**config.mk**
```make
export PLATFORM = sky130hd
export DESIGN_NAME = ps2_mouse_cursor_tracker
export DESIGN_NICKNAME = d
export VERILOG_FILES = /design/src/sv/ps2mct_pkg.sv /design/src/sv/ps2mct_fifo.sv /design/src/sv/ps2mct_front.sv /design/src/sv/ps2mct_back.sv /design/src/sv/ps2_mouse_cursor_tracker.sv
export VERILOG_INCLUDE_DIRS = /design/src /design/src/sv
export SDC_FILE = /design/constraint.sdc
export NUM_CORES = 2
export LEC_CHECK = 0
export ABC_AREA = 1
export ABC_CLOCK_PERIOD_IN_PS = 10960
export BUFFER_PORTS_ARGS = -buffer_cell sky130_fd_sc_hd__buf_2
export CORE_MARGIN = 5
export CORE_UTILIZATION = 50
export DETAILED_ROUTE_END_ITERATION = 16
export GPL_TIMING_DRIVEN = 0
export PLACE_DENSITY = 0.67
export SYNTH_ARGS = -nofsm -noshare
export SYNTH_HDL_FRONTEND = slang
export SYNTH_SLANG_ARGS = --single-unit
```
**constraint.sdc**
```tcl
create_clock -name clk_i -period 10.96 [get_ports clk_i]
set_input_delay 1.096 -clock clk_i [delete_from_list [all_inputs] [get_ports clk_i]]
set_output_delay 1.096 -clock clk_i [all_outputs]
set_load 0.01 [all_outputs]
```
**src/sv/ps2_mouse_cursor_tracker_assert.svh**
```systemverilog
// ----------------------------------------------------------------------------
// Assertion macros for the PS/2 mouse cursor tracker
// Clocked assertion helpers with reset qualification; they compile to
// nothing when ASSERT_OFF is defined.
// ----------------------------------------------------------------------------
`ifndef PS2_MOUSE_CURSOR_TRACKER_ASSERT_SVH
`define PS2_MOUSE_CURSOR_TRACKER_ASSERT_SVH

`ifndef ASSERT_OFF
// The property must hold at every rising edge while out of reset.
`define PMCT_ASSERT(lbl, clk, rst_n, prop) \
  lbl: assert property (@(posedge clk) disable iff (!rst_n) (prop)) \
    else $error("ps2_mouse_cursor_tracker: assertion failed");
// The expression must never be true while out of reset.
`define PMCT_ASSERT_NEVER(lbl, clk, rst_n, prop) \
  lbl: assert property (@(posedge clk) disable iff (!rst_n) !(prop)) \
    else $error("ps2_mouse_cursor_tracker: forbidden condition seen");
`else
`define PMCT_ASSERT(lbl, clk, rst_n, prop)
`define PMCT_ASSERT_NEVER(lbl, clk, rst_n, prop)
`endif

`endif

```
**src/sv/ps2mct_pkg.sv**
```systemverilog
// ----------------------------------------------------------------------------
// ps2mct_pkg
// Shared types and constants of the PS/2 mouse cursor tracker.
// ----------------------------------------------------------------------------
package ps2mct_pkg;

  localparam int MOTION_SCALE_DEF = 3;
  localparam int MAX_COLS_DEF     = 256;
  localparam int MAX_ROWS_DEF     = 128;
  localparam int QUEUE_DEPTH      = 2;

  localparam logic [8:0]  DEF_COLS     = 9'd80;
  localparam logic [7:0]  DEF_ROWS     = 8'd25;
  localparam logic [10:0] CURSOR_X_RST = 11'd320;
  localparam logic [10:0] CURSOR_Y_RST = 11'd192;

  localparam int CMD_W = 34;

  // Header byte bits of a PS/2 packet.
  localparam int HDR_SYNC_BIT = 3;
  localparam int HDR_XOVF_BIT = 6;
  localparam int HDR_YOVF_BIT = 7;

  // Pointer status word bits.
  localparam int ST_LEFT_BIT   = 5;
  localparam int ST_RIGHT_BIT  = 4;
  localparam int ST_MIDDLE_BIT = 3;
  localparam int ST_REL_BIT    = 16;

  localparam logic [31:0] ABS_FULL_SCALE = 32'd65535;

  typedef enum logic [1:0] {
    CFG_ENABLE   = 2'd0,
    CFG_ABSOLUTE = 2'd1,
    CFG_COLS     = 2'd2,
    CFG_ROWS     = 2'd3
  } cfg_idx_e;

  typedef enum logic [1:0] {
    LEFT_NONE    = 2'd0,
    LEFT_PRESS   = 2'd1,
    LEFT_HELD    = 2'd2,
    LEFT_RELEASE = 2'd3
  } left_event_e;

  typedef enum logic [1:0] {
    PH_HEADER = 2'd0,
    PH_DX     = 2'd1,
    PH_DY     = 2'd2
  } pkt_phase_e;

  typedef struct packed {
    logic        kind;
    logic [7:0]  data_byte;
    logic [31:0] ptr_status;
    logic [31:0] ptr_x;
    logic [31:0] ptr_y;
  } in_item_t;

  typedef struct packed {
    logic [10:0] pixel_x;
    logic [10:0] pixel_y;
    logic [7:0]  cell_x;
    logic [6:0]  cell_y;
    logic [2:0]  button_bits;
    logic [1:0]  left_event;
    logic        left_click;
    logic        right_click;
  } out_item_t;

  // Effective configuration seen by the front and back parts.
  typedef struct packed {
    logic        enabled;
    logic        absolute;
    logic [10:0] max_x;
    logic [10:0] max_y;
  } cfg_t;

  // One classified update: either a signed motion delta or an absolute
  // product still to be divided by the full scale.
  typedef struct packed {
    logic              is_abs;
    logic [CMD_W-1:0]  val_x;
    logic [CMD_W-1:0]  val_y;
    logic [2:0]        buttons;
  } cmd_t;

endpackage

```
**src/sv/ps2mct_fifo.sv**
```systemverilog
// ----------------------------------------------------------------------------
// ps2mct_fifo
// Small register queue with push/full and pop/empty handshakes.
// ----------------------------------------------------------------------------
module ps2mct_fifo #(
  parameter int WIDTH = 1,
  parameter int DEPTH = ps2mct_pkg::QUEUE_DEPTH
) (
  input  logic             clk_i,
  input  logic             rst_ni,
  input  logic             push_i,
  input  logic [WIDTH-1:0] data_i,
  output logic             full_o,
  input  logic             pop_i,
  output logic [WIDTH-1:0] data_o,
  output logic             empty_o
);

  localparam int PtrW = (DEPTH > 1) ? $clog2(DEPTH) : 1;
  localparam int CntW = $clog2(DEPTH + 1);

  logic [WIDTH-1:0] mem_q [DEPTH];
  logic [PtrW-1:0]  wr_ptr_q, wr_ptr_d, rd_ptr_q, rd_ptr_d;
  logic [CntW-1:0]  count_q, count_d;
  logic             do_push, do_pop;

  assign full_o  = (count_q == CntW'(DEPTH));
  assign empty_o = (count_q == '0);
  assign do_push = push_i && !full_o;
  assign do_pop  = pop_i && !empty_o;
  assign data_o  = mem_q[rd_ptr_q];

  always_comb begin
    wr_ptr_d = wr_ptr_q;
    rd_ptr_d = rd_ptr_q;
    if (do_push) begin
      wr_ptr_d = (wr_ptr_q == PtrW'(DEPTH - 1)) ? '0 : wr_ptr_q + 1'b1;
    end
    if (do_pop) begin
      rd_ptr_d = (rd_ptr_q == PtrW'(DEPTH - 1)) ? '0 : rd_ptr_q + 1'b1;
    end
    count_d = count_q + CntW'(do_push) - CntW'(do_pop);
  end

  always_ff @(posedge clk_i or negedge rst_ni) begin
    if (!rst_ni) begin
      wr_ptr_q <= '0;
      rd_ptr_q <= '0;
      count_q  <= '0;
    end else begin
      wr_ptr_q <= wr_ptr_d;
      rd_ptr_q <= rd_ptr_d;
      count_q  <= count_d;
    end
  end

  always_ff @(posedge clk_i) begin
    if (do_push) begin
      mem_q[wr_ptr_q] <= data_i;
    end
  end

endmodule

```
**src/sv/ps2mct_front.sv**
```systemverilog
// ----------------------------------------------------------------------------
// ps2mct_front
// Accepts bytes and samples, assembles PS/2 packets and emits one command
// per packet with no overflow bit set or per pointer sample.
// ----------------------------------------------------------------------------
module ps2mct_front #(
  parameter int MOTION_SCALE = ps2mct_pkg::MOTION_SCALE_DEF
) (
  input  logic                 clk_i,
  input  logic                 rst_ni,
  input  ps2mct_pkg::cfg_t     cfg_i,
  input  logic                 accept_i,
  input  ps2mct_pkg::in_item_t item_i,
  output logic                 cmd_push_o,
  output ps2mct_pkg::cmd_t     cmd_o
);

  localparam int MulW = 9 + $clog2(MOTION_SCALE + 1);
  localparam logic signed [MulW-1:0] ScaleS = MulW'(MOTION_SCALE);

  ps2mct_pkg::pkt_phase_e phase_q, phase_d;
  logic [7:0]  header_q, header_d;
  logic [7:0]  dx_q, dx_d;
  logic        byte_ok, sample_ok, ps2_done;
  logic signed [MulW-1:0] dx_mul, dy_mul;
  logic [15:0] abs_x, abs_y;
  logic [26:0] prod_x, prod_y;

  assign byte_ok   = accept_i && cfg_i.enabled && !item_i.kind && !cfg_i.absolute;
  assign sample_ok = accept_i && cfg_i.enabled && item_i.kind && cfg_i.absolute;

  // Next packet phase and byte capture.
  always_comb begin
    phase_d  = phase_q;
    header_d = header_q;
    dx_d     = dx_q;
    if (byte_ok) begin
      unique case (phase_q)
        ps2mct_pkg::PH_HEADER: begin
          if (item_i.data_byte[ps2mct_pkg::HDR_SYNC_BIT]) begin
            header_d = item_i.data_byte;
            phase_d  = ps2mct_pkg::PH_DX;
          end
        end
        ps2mct_pkg::PH_DX: begin
          dx_d    = item_i.data_byte;
          phase_d = ps2mct_pkg::PH_DY;
        end
        default: begin
          phase_d = ps2mct_pkg::PH_HEADER;
        end
      endcase
    end
  end

  assign dx_mul = MulW'($signed(dx_q)) * ScaleS;
  assign dy_mul = MulW'($signed(item_i.data_byte)) * ScaleS;

  // Absolute samples above full scale land on the screen edge.
  assign abs_x  = (item_i.ptr_x >= ps2mct_pkg::ABS_FULL_SCALE) ? 16'hFFFF : item_i.ptr_x[15:0];
  assign abs_y  = (item_i.ptr_y >= ps2mct_pkg::ABS_FULL_SCALE) ? 16'hFFFF : item_i.ptr_y[15:0];
  assign prod_x = 27'(abs_x) * 27'(cfg_i.max_x);
  assign prod_y = 27'(abs_y) * 27'(cfg_i.max_y);

  // Command output.
  always_comb begin
    ps2_done = byte_ok && (phase_q == ps2mct_pkg::PH_DY)
               && header_q[ps2mct_pkg::HDR_SYNC_BIT]
               && !header_q[ps2mct_pkg::HDR_XOVF_BIT]
               && !header_q[ps2mct_pkg::HDR_YOVF_BIT];
    cmd_push_o = ps2_done || sample_ok;
    cmd_o.is_abs  = 1'b0;
    cmd_o.val_x   = ps2mct_pkg::CMD_W'(dx_mul);
    cmd_o.val_y   = -ps2mct_pkg::CMD_W'(dy_mul);
    cmd_o.buttons = header_q[2:0];
    if (item_i.kind) begin
      cmd_o.buttons = {item_i.ptr_status[ps2mct_pkg::ST_MIDDLE_BIT],
                       item_i.ptr_status[ps2mct_pkg::ST_RIGHT_BIT],
                       item_i.ptr_status[ps2mct_pkg::ST_LEFT_BIT]};
      if (item_i.ptr_status[ps2mct_pkg::ST_REL_BIT]) begin
        cmd_o.val_x = ps2mct_pkg::CMD_W'($signed(item_i.ptr_x));
        cmd_o.val_y = -ps2mct_pkg::CMD_W'($signed(item_i.ptr_y));
      end else begin
        cmd_o.is_abs = 1'b1;
        cmd_o.val_x  = ps2mct_pkg::CMD_W'(prod_x);
        cmd_o.val_y  = ps2mct_pkg::CMD_W'(prod_y);
      end
    end
  end

  always_ff @(posedge clk_i or negedge rst_ni) begin
    if (!rst_ni) begin
      phase_q  <= ps2mct_pkg::PH_HEADER;
      header_q <= '0;
      dx_q     <= '0;
    end else begin
      phase_q  <= phase_d;
      header_q <= header_d;
      dx_q     <= dx_d;
    end
  end

endmodule

```
**src/sv/ps2mct_back.sv**
```systemverilog
// ----------------------------------------------------------------------------
// ps2mct_back
// Applies commands to the cursor, clamps it to the screen and tracks the
// buttons, producing one result per command.
// ----------------------------------------------------------------------------
module ps2mct_back (
  input  logic                  clk_i,
  input  logic                  rst_ni,
  input  ps2mct_pkg::cfg_t      cfg_i,
  input  logic                  cmd_valid_i,
  input  ps2mct_pkg::cmd_t      cmd_i,
  output logic                  cmd_pop_o,
  input  logic                  res_full_i,
  output logic                  res_push_o,
  output ps2mct_pkg::out_item_t res_o
);

  // Divides a product below 65535 * 2048 by 65535: estimate with a shift,
  // then correct once since the remainder stays below twice the divisor.
  function automatic logic [10:0] div_full_scale(input logic [26:0] p);
    logic [10:0] q_est;
    logic [16:0] rem;
    q_est = p[26:16];
    rem   = 17'(p[15:0]) + 17'(q_est);
    return (rem >= 17'(ps2mct_pkg::ABS_FULL_SCALE)) ? q_est + 1'b1 : q_est;
  endfunction

  function automatic logic [10:0] clamp(input logic signed [34:0] v,
                                        input logic [10:0] maxv);
    logic [10:0] r;
    if (v < 0) begin
      r = '0;
    end else if (v > $signed(35'(maxv))) begin
      r = maxv;
    end else begin
      r = v[10:0];
    end
    return r;
  endfunction

  logic [10:0] cursor_x_q, cursor_x_d, cursor_y_q, cursor_y_d;
  logic [2:0]  held_q;
  logic        left_down_q, left_down_d, dragging_q, dragging_d;
  logic [7:0]  press_col_q, press_col_d, cell_x;
  logic [6:0]  press_row_q, press_row_d, cell_y;
  logic        step;
  logic signed [34:0] cand_x, cand_y;
  ps2mct_pkg::left_event_e left_ev;
  logic        lclick;

  assign step       = cmd_valid_i && !res_full_i;
  assign cmd_pop_o  = step;
  assign res_push_o = step;

  always_comb begin
    if (cmd_i.is_abs) begin
      cand_x = $signed(35'(div_full_scale(cmd_i.val_x[26:0])));
      cand_y = $signed(35'(div_full_scale(cmd_i.val_y[26:0])));
    end else begin
      cand_x = $signed(35'(cursor_x_q)) + 35'($signed(cmd_i.val_x));
      cand_y = $signed(35'(cursor_y_q)) + 35'($signed(cmd_i.val_y));
    end
    cursor_x_d = clamp(cand_x, cfg_i.max_x);
    cursor_y_d = clamp(cand_y, cfg_i.max_y);
    cell_x     = cursor_x_d[10:3];
    cell_y     = cursor_y_d[10:4];
  end

  always_comb begin
    left_down_d = left_down_q;
    dragging_d  = dragging_q;
    press_col_d = press_col_q;
    press_row_d = press_row_q;
    left_ev     = ps2mct_pkg::LEFT_NONE;
    lclick      = 1'b0;
    priority if (cmd_i.buttons[0] && !left_down_q) begin
      left_down_d = 1'b1;
      dragging_d  = 1'b0;
      press_col_d = cell_x;
      press_row_d = cell_y;
      left_ev     = ps2mct_pkg::LEFT_PRESS;
    end else if (cmd_i.buttons[0]) begin
      if (cell_x != press_col_q || cell_y != press_row_q) begin
        dragging_d = 1'b1;
      end
      left_ev = ps2mct_pkg::LEFT_HELD;
    end else if (left_down_q) begin
      left_down_d = 1'b0;
      left_ev     = ps2mct_pkg::LEFT_RELEASE;
      lclick      = !dragging_q;
    end else begin
      left_ev = ps2mct_pkg::LEFT_NONE;
    end
  end

  always_comb begin
    res_o.pixel_x     = cursor_x_d;
    res_o.pixel_y     = cursor_y_d;
    res_o.cell_x      = cell_x;
    res_o.cell_y      = cell_y;
    res_o.button_bits = cmd_i.buttons;
    res_o.left_event  = left_ev;
    res_o.left_click  = lclick;
    res_o.right_click = held_q[1] && !cmd_i.buttons[1];
  end

  always_ff @(posedge clk_i or negedge rst_ni) begin
    if (!rst_ni) begin
      cursor_x_q  <= ps2mct_pkg::CURSOR_X_RST;
      cursor_y_q  <= ps2mct_pkg::CURSOR_Y_RST;
      held_q      <= '0;
      left_down_q <= 1'b0;
      dragging_q  <= 1'b0;
      press_col_q <= '0;
      press_row_q <= '0;
    end else if (step) begin
      cursor_x_q  <= cursor_x_d;
      cursor_y_q  <= cursor_y_d;
      held_q      <= cmd_i.buttons;
      left_down_q <= left_down_d;
      dragging_q  <= dragging_d;
      press_col_q <= press_col_d;
      press_row_q <= press_row_d;
    end
  end

endmodule

```
**src/sv/ps2_mouse_cursor_tracker.sv**
```systemverilog
// ----------------------------------------------------------------------------
// ps2_mouse_cursor_tracker
// Assembles PS/2 mouse packets or absolute pointer samples into a clamped
// text-screen cursor with button events.
// ----------------------------------------------------------------------------
//
//   channel   direction  handshake            beat
//   --------  ---------  -------------------  ---------------------------
//   item      in         push / full          kind, byte, pointer sample
//   result    out        empty / pop          position, buttons, events
//   config    in         cfg_we_i (no wait)   register index and data
//
// One item is accepted per cycle while full is low. The front part turns it
// into a command, and the back part applies one command per cycle while the
// result queue has room, writing each result into the result queue. Full
// rises only when the command queue backs up behind a stalled result queue.
// Reset puts the cursor at (320, 192) and the registers at enabled,
// relative mode, 80 by 25; there is no clearing pass.
//
`include "ps2_mouse_cursor_tracker_assert.svh"

module ps2_mouse_cursor_tracker #(
  parameter int MOTION_SCALE = ps2mct_pkg::MOTION_SCALE_DEF,
  parameter int MAX_COLS     = ps2mct_pkg::MAX_COLS_DEF,
  parameter int MAX_ROWS     = ps2mct_pkg::MAX_ROWS_DEF,
  parameter int QUEUE_DEPTH  = ps2mct_pkg::QUEUE_DEPTH
) (
  input  logic                  clk_i,
  input  logic                  rst_ni,
  input  logic                  push,
  output logic                  full,
  input  ps2mct_pkg::in_item_t  item_i,
  output logic                  empty,
  input  logic                  pop,
  output ps2mct_pkg::out_item_t result_o,
  input  logic                  cfg_we_i,
  input  logic [1:0]            cfg_index_i,
  input  logic [8:0]            cfg_data_i
);

  // Configuration registers.
  logic       enabled_q, absolute_q;
  logic [8:0] cols_q;
  logic [7:0] rows_q;
  logic [8:0] eff_cols;
  logic [7:0] eff_rows;
  ps2mct_pkg::cfg_t cfg;

  always_ff @(posedge clk_i or negedge rst_ni) begin
    if (!rst_ni) begin
      enabled_q  <= 1'b1;
      absolute_q <= 1'b0;
      cols_q     <= ps2mct_pkg::DEF_COLS;
      rows_q     <= ps2mct_pkg::DEF_ROWS;
    end else if (cfg_we_i) begin
      unique case (ps2mct_pkg::cfg_idx_e'(cfg_index_i))
        ps2mct_pkg::CFG_ENABLE:   enabled_q  <= cfg_data_i[0];
        ps2mct_pkg::CFG_ABSOLUTE: absolute_q <= cfg_data_i[0];
        ps2mct_pkg::CFG_COLS:     cols_q     <= cfg_data_i;
        ps2mct_pkg::CFG_ROWS:     rows_q     <= cfg_data_i[7:0];
      endcase
    end
  end

  // A zero size falls back to the default screen; larger sizes saturate.
  always_comb begin
    if (cols_q == '0) begin
      eff_cols = ps2mct_pkg::DEF_COLS;
    end else if (cols_q > 9'(MAX_COLS)) begin
      eff_cols = 9'(MAX_COLS);
    end else begin
      eff_cols = cols_q;
    end
    if (rows_q == '0) begin
      eff_rows = ps2mct_pkg::DEF_ROWS;
    end else if (rows_q > 8'(MAX_ROWS)) begin
      eff_rows = 8'(MAX_ROWS);
    end else begin
      eff_rows = rows_q;
    end
    cfg.enabled  = enabled_q;
    cfg.absolute = absolute_q;
    cfg.max_x    = 11'({eff_cols, 3'b000} - 12'd1);
    cfg.max_y    = 11'({eff_rows, 4'b0000} - 12'd1);
  end

  // Front part: packet assembly and sample classification.
  logic             accept;
  logic             cmd_push;
  ps2mct_pkg::cmd_t cmd_in, cmd_out;
  logic             cmd_empty, cmd_pop;

  assign accept = push && !full;

  ps2mct_front #(
    .MOTION_SCALE(MOTION_SCALE)
  ) u_front (
    .clk_i     (clk_i),
    .rst_ni    (rst_ni),
    .cfg_i     (cfg),
    .accept_i  (accept),
    .item_i    (item_i),
    .cmd_push_o(cmd_push),
    .cmd_o     (cmd_in)
  );

  // Command queue between the two parts; its full flag backs up the input.
  ps2mct_fifo #(
    .WIDTH($bits(ps2mct_pkg::cmd_t)),
    .DEPTH(QUEUE_DEPTH)
  ) u_cmd_q (
    .clk_i  (clk_i),
    .rst_ni (rst_ni),
    .push_i (cmd_push),
    .data_i (cmd_in),
    .full_o (full),
    .pop_i  (cmd_pop),
    .data_o (cmd_out),
    .empty_o(cmd_empty)
  );

  // Back part: cursor update and button tracking.
  logic                  res_push, res_full;
  ps2mct_pkg::out_item_t res;

  ps2mct_back u_back (
    .clk_i      (clk_i),
    .rst_ni     (rst_ni),
    .cfg_i      (cfg),
    .cmd_valid_i(!cmd_empty),
    .cmd_i      (cmd_out),
    .cmd_pop_o  (cmd_pop),
    .res_full_i (res_full),
    .res_push_o (res_push),
    .res_o      (res)
  );

  // Result queue: holds finished beats while the consumer stalls.
  ps2mct_fifo #(
    .WIDTH($bits(ps2mct_pkg::out_item_t)),
    .DEPTH(QUEUE_DEPTH)
  ) u_res_q (
    .clk_i  (clk_i),
    .rst_ni (rst_ni),
    .push_i (res_push),
    .data_i (res),
    .full_o (res_full),
    .pop_i  (pop),
    .data_o (result_o),
    .empty_o(empty)
  );

  // Terms used by the checks below.
  logic is_release, rclick_held, cell_ok;

  assign is_release  = (result_o.left_event == ps2mct_pkg::LEFT_RELEASE);
  assign rclick_held = result_o.right_click && result_o.button_bits[1];
  assign cell_ok     = (result_o.cell_x == result_o.pixel_x[10:3])
                       && (result_o.cell_y == result_o.pixel_y[10:4]);

  // A left click is only reported together with a left release.
  `PMCT_ASSERT(a_click_on_release, clk_i, rst_ni, !empty && result_o.left_click |-> is_release)
  // A right click means the right button is no longer held.
  `PMCT_ASSERT_NEVER(a_rclick_held, clk_i, rst_ni, !empty && rclick_held)
  // The character cell always follows from the pixel position.
  `PMCT_ASSERT(a_cell_matches, clk_i, rst_ni, !empty |-> cell_ok)

endmodule
```
Word-level counts from Yosys, hierarchy flattened
Memories as Yosys holds them, arrays and structs flattened.
Cells that the tools add are included.
{ "word_totals": {"ff_bits": 86, "ram_bits": 232, "input_bits": 121, "out_inout_bits": 46, "wordCells": 151, "memories": 2} }
{ "classes": {"n_addsub": 18, "mul": 4, "magnitude_cmp": 10, "n_eq_ne": 11, "muxes": 38, "reduce_logical": 48} }
{ "memory_table": {"columns": ["name", "depth", "width", "read_ports", "rd_clocked_by_memory_dff", "write_ports", "line_no", "rtl"], "rows": [
  ["u_cmd_q.mem_q", 2, 72, 1, 0, 1, "ps2mct_fifo.sv:22", "logic [WIDTH-1:0] mem_q [DEPTH];"],
  ["u_res_q.mem_q", 2, 44, 1, 0, 1, "ps2mct_fifo.sv:22", null]
]} }
{ "ops": {"columns": ["cell", "n"], "rows": [
  ["2-to-1 mux 72 bit", 1],
  ["adder 12 x 34 -> 35 bit", 2],
  ["> comparator 35 x 12 -> 1 bit", 2],
  ["< comparator 35 x 1 -> 1 bit (second input constant)", 2],
  ["2-to-1 mux 35 bit", 2],
  ["2-to-1 mux 68 bit", 1],
  ["2-to-1 mux 11 bit", 6],
  [">= comparator 32 x 16 -> 1 bit (second input constant)", 2],
  ["multiplier 16 x 11 -> 27 bit", 2],
  ["adder 16 x 11 -> 17 bit", 2],
  [">= comparator 17 x 16 -> 1 bit (second input constant)", 2],
  ["negator 11 -> 34 bit", 1],
  ["negator 32 -> 34 bit", 1],
  ["2-to-1 mux 16 bit", 2],
  ["adder 11 x 1 -> 11 bit (second input constant)", 2],
  ["multiplier 8 x 3 -> 11 bit (second input constant)", 2],
  ["subtractor 11 x 1 -> 11 bit (second input constant)", 2],
  ["logical AND 1 bit", 17],
  ["2-to-1 mux 1 bit", 17],
  ["2-to-1 mux 8 bit", 2],
  ["AND reduction 2 bit", 8],
  ["2-to-1 mux 7 bit", 2],
  ["zero test 1 bit", 11],
  ["== test 2 bit (second input constant)", 5],
  ["other kinds (17)", 33]
]} }

Depth between registers and ports, before layout
{ "logic_depth": {"depth_word": 14, "ltp_mapped": 55, "ltp_nobuf": 51} }

Hierarchy
From an unflattened synthesis, not the netlist that was laid out.
{ "hier_totals": {"hier_cells": 4916, "area_unflattened_um2": 35094.9} }
{ "modules_own_cells": {"columns": ["mod", "instances", "cells_per_inst", "area_each_um2", "seq_area_each_um2"], "rows": [
  ["ps2mct_front", 1, 2393, 15751.4, 400.4],
  ["ps2mct_back", 1, 1690, 9202.6, 1006.0],
  ["ps2mct_fifo (u_cmd_q)", 1, 409, 5496.5, 4424.2],
  ["ps2mct_fifo (u_res_q)", 1, 263, 3498.4, 2742.6],
  ["ps2_mouse_cursor_tracker", 1, 161, 1146.1, 483.0]
]} }

Worst setup path before layout
OpenSTA, ideal clock, no wires.
{ "synth_path": {"path_type": "input to register", "from": "input item_i[41] (netlist name)", "to": "memory u_cmd_q.mem_q[0][61] (netlist name) (data pin)", "setup_time_ns": 0.281, "t_arrival_ns": 7.426, "required_ns": 10.679, "path_slack_ns": 3.254, "stages": 31, "n_path_buf": 1, "cell_sequence": "nand4_1 o41ai_1 clkbuf_1 nor2_1 inv_1 nand2_1 fa_1 inv_1 fa_1 inv_1 fa_1 inv_1 fa_1 fa_1 ha_1 nand3_1 nand2_1 nand2_1 nand2_1 a21oi_1 o21ai_0 a21oi_1 nor2_1 nor2_1 nor2_1 nor2_1 o21ai_0 nand3_1 nand2_1 xor2_1 o211ai_1"} }
{ "synth_rtl": {"columns": ["item", "line_no", "rtl"], "rows": [
  ["from (decl)", "ps2_mouse_cursor_tracker.sv:32", "input ps2mct_pkg::in_item_t item_i,"],
  ["to (decl)", "ps2mct_fifo.sv:22", null]
]} }

==> impl_results.md <==
- Status: completed
- Clk_lat worst skew: roughly 0.57 ns
- Count of hold-fix buffers inserted at cts: 0
- Number of flops mapped to enable cells by yosys: 198
- Top cells by area, synth: edfxtp_1 (20%), fa_1 (17%), nand2_1 (12%), ha_1 (9.8%), inv_1 (8.1%)
- Via density: 5.26
- Cells on worst reg2reg path: 39
- CTS tree: done
- Vias in the first global route: around 24000
- IO Port Bufs: 137
- Cell taking the most area after synthesis: edfxtp_1
- Total clock sinks: 281
- CTS resizes: 0
- Slowest-stage cell, CP: xor2_1
- Mapped Area: 29900 µm²
- Commonest cells after routing, fill and taps aside: nand2_1 (973), inv_1 (642), nor2_1 (343)
- Reg-to-reg critical path endpoint: u_cmd_q.mem_q[0][28]$_DFFE_PP_
- Die height: 254 µm
- # DRC: 0
- Layout Utilization: 0.551
- Multi-input logic area: 18800 µm²
- Initial DRC Count: 2040
- Slew HR: 0.172
- Overflow left after global routing: 0
- Synth warnings: 0
- Critical Setup Path Class: flop to flop
- Crit Reg-Reg Startpoint: rows_q[3]$_DFFE_PN1P_
- Ys async rst share: 0.295
- Die ar.: 64700 µm²
- Sequential share of the synthesized area: 0.269
- DR vias: approximately 25000
- Post-CTS Setup Repair Bufs: 0
- Row cnt: 89
- Hold WC Path Type: primary input to async pin
- Crit. End Element: flop
- Fin crit period: 9.56 ns
- Delay-heaviest family, CP: adder cells
- # nets final: 4559
- Critical Path RT: between 10 and 15 ns
- Syn avg cell area: ~8 µm²
- Final setup viols: 0
- Drt first pass iters: 8
- H-tree Lvls: 1
- Layout area overhead: 9.13%
- Initial core utilization: 0.505
- GP Congestion: between 0.9 and 1
- Clk_skew: approximately 0.023 ns
- Dpl hpwl: 68.0 mm
- Drt total wl: 82.0 mm
- Final ANT Viol Nets: 0
- Share of cells above drive strength 1: 0.103
- Final Hold Fails: 0
- Clk slew on worst S/H paths: 0.08 ns
- Max Root-Sink Buffers: 3
- Worst R2R Setup Slack: around 1.4 ns
- First-pass GRT wire length: between 100 and 150 mm
- Slew Viols, Final: 0
- Most common cell after layout, fill and taps aside: nand2_1
- Post-Synthesis Cells: 3775
- Max Clk Rate: 105 MHz
- Core area: between 50000 and 60000 µm²
- WP data arrival: roughly 9.9 ns
- Primary FF master, synth: edfxtp_1
- Max-cap violations: 0
- # IOs: 167
- Worst path bufs/invs: 8
- Seq. cell area: between 8000 and 9000 µm²
- Register bit total from synthesis: ~280
- Startpoint type of the worst setup path: flop
- Setup TNS: 0 ns
- Routed wire per std cell: around 17 µm
- Global-route usage over all layers: 0.253
- Cell variety after synth: between 70 and 80
- Syn Nets: 4386
- Largest net degree at the start of global routing: 55
- Die width: 254 µm
- Worst Path Max Fanout: 10
- FILL cells: 5594
- Slew @ Worst Pin: about 1.2 ns
- Antenna violations before repair: 6
- RSZ-0062 raised after global routing: no
- Num CTS Buffers: 29
- CP most frequent cell: nand2_1
- Top cell type's share of synthesized area: 0.199
- CTS root buf: clkbuf_16
- Crit share post-route: 0.872
- Max incr delay on CP: about 0.97 ns
==> state kept, by name (all words and copies together), names as in the netlist, 2 cells and up <==
register / count
u_cmd_q.mem_q: 140
u_res_q.mem_q: 58
u_back.cursor_x_q: 11
u_back.cursor_y_q: 11
cols_q: 9
rows_q: 8
u_back.press_col_q: 8
u_front.dx_q: 8
u_back.press_row_q: 7
u_front.header_q: 6
u_cmd_q.count_q: 2
u_front.phase_q: 2
u_res_q.count_q: 2
==> metal layers <==
metal,global-route usage,part of all wire
met5,0,0.00080
met4,0.0758,0.034
met3,0.0323,0.067
met2,0.403,0.45
met1,0.367,0.45
==> cells in the mapped netlist, types with 11 or more instances <==
cell type    n
nand2_4     15
nand3_1    152
nand3b_1    11
nand4_1     44
o221ai_1    11
a21oi_1    132
nand2_1    973
o21ai_1     17
xnor2_1     25
nor4_1      11
inv_2       23
o211ai_1    20
o21ai_0    172
nor2_1     347
fa_1       256
o31ai_1     11
clkinv_1    11
o21ai_2     16
ha_1       234
buf_4       16
or2_2       32
nor3_1      25
clkbuf_1    55
inv_1      642
dfrtp_1     73
nand3_2     18
edfxtp_1   198
or2_1       14
nor2_2      14
xor2_1      60
nand2_2     35
==> kinds of logic (layout without fill, tap and decap cells) <==
family | after synthesis | after routing | synth area share
fa+ha+maj | 490 | 490 | 0.270
mux | 4 | 4 | 0.00147
other cells | 0 | 2 | 0
compound gates | 431 | 431 | 0.0840
buf+inv | 771 | 965 | 0.103
simple gates | 1713 | 1713 | 0.249
xor+xnor | 85 | 85 | 0.0249
flops | 281 | 281 | 0.269
==> worst max-delay path by stage <==
stage                                from                              to  depth (start not counted)
floorplan                      item_i[41]  u_cmd_q.mem_q[0][61]$_DFFE_PP_                         31
global placement               item_i[41]  u_cmd_q.mem_q[0][61]$_DFFE_PP_                         40
detailed placement             item_i[40]  u_cmd_q.mem_q[0][61]$_DFFE_PP_                         40
CTS                 rows_q[0]$_DFFE_PN1P_  u_cmd_q.mem_q[0][28]$_DFFE_PP_                         39
global route        rows_q[4]$_DFFE_PN1P_  u_cmd_q.mem_q[0][28]$_DFFE_PP_                         39
finish              rows_q[3]$_DFFE_PN1P_  u_cmd_q.mem_q[0][28]$_DFFE_PP_                         39
==> cell type report <==
type | instances | area share
multi-input combinational | 2723 | 0.577
timing repair buffer | 142 | 0.0249
clock buffer | 42 | 0.0244
antenna | 2 | 0.000154
inverter | 678 | 0.0783
tap | 773 | 0.0297
buffer | 93 | 0.0156
sequential | 281 | 0.247
clock inverter | 10 | 0.00345
==> per-stage QoR <==
stage          instances  area, µm²  hold WS [ns]  setup WS, ns
6_report            4744      32600         0.477          1.40
4_1_cts             4742      32600         0.475          1.47
5_1_grt             4742      32600         0.483         0.809
3_3_place_gp        4685      31500         0.439          1.23
2_1_floorplan       3775      29900         0.422          3.25
3_5_place_dp        4690      31700         0.460          1.07
Power is left out: the tool's default activity adds up to more than one toggle a clock period on the data nets, which glitch-free logic cannot reach.
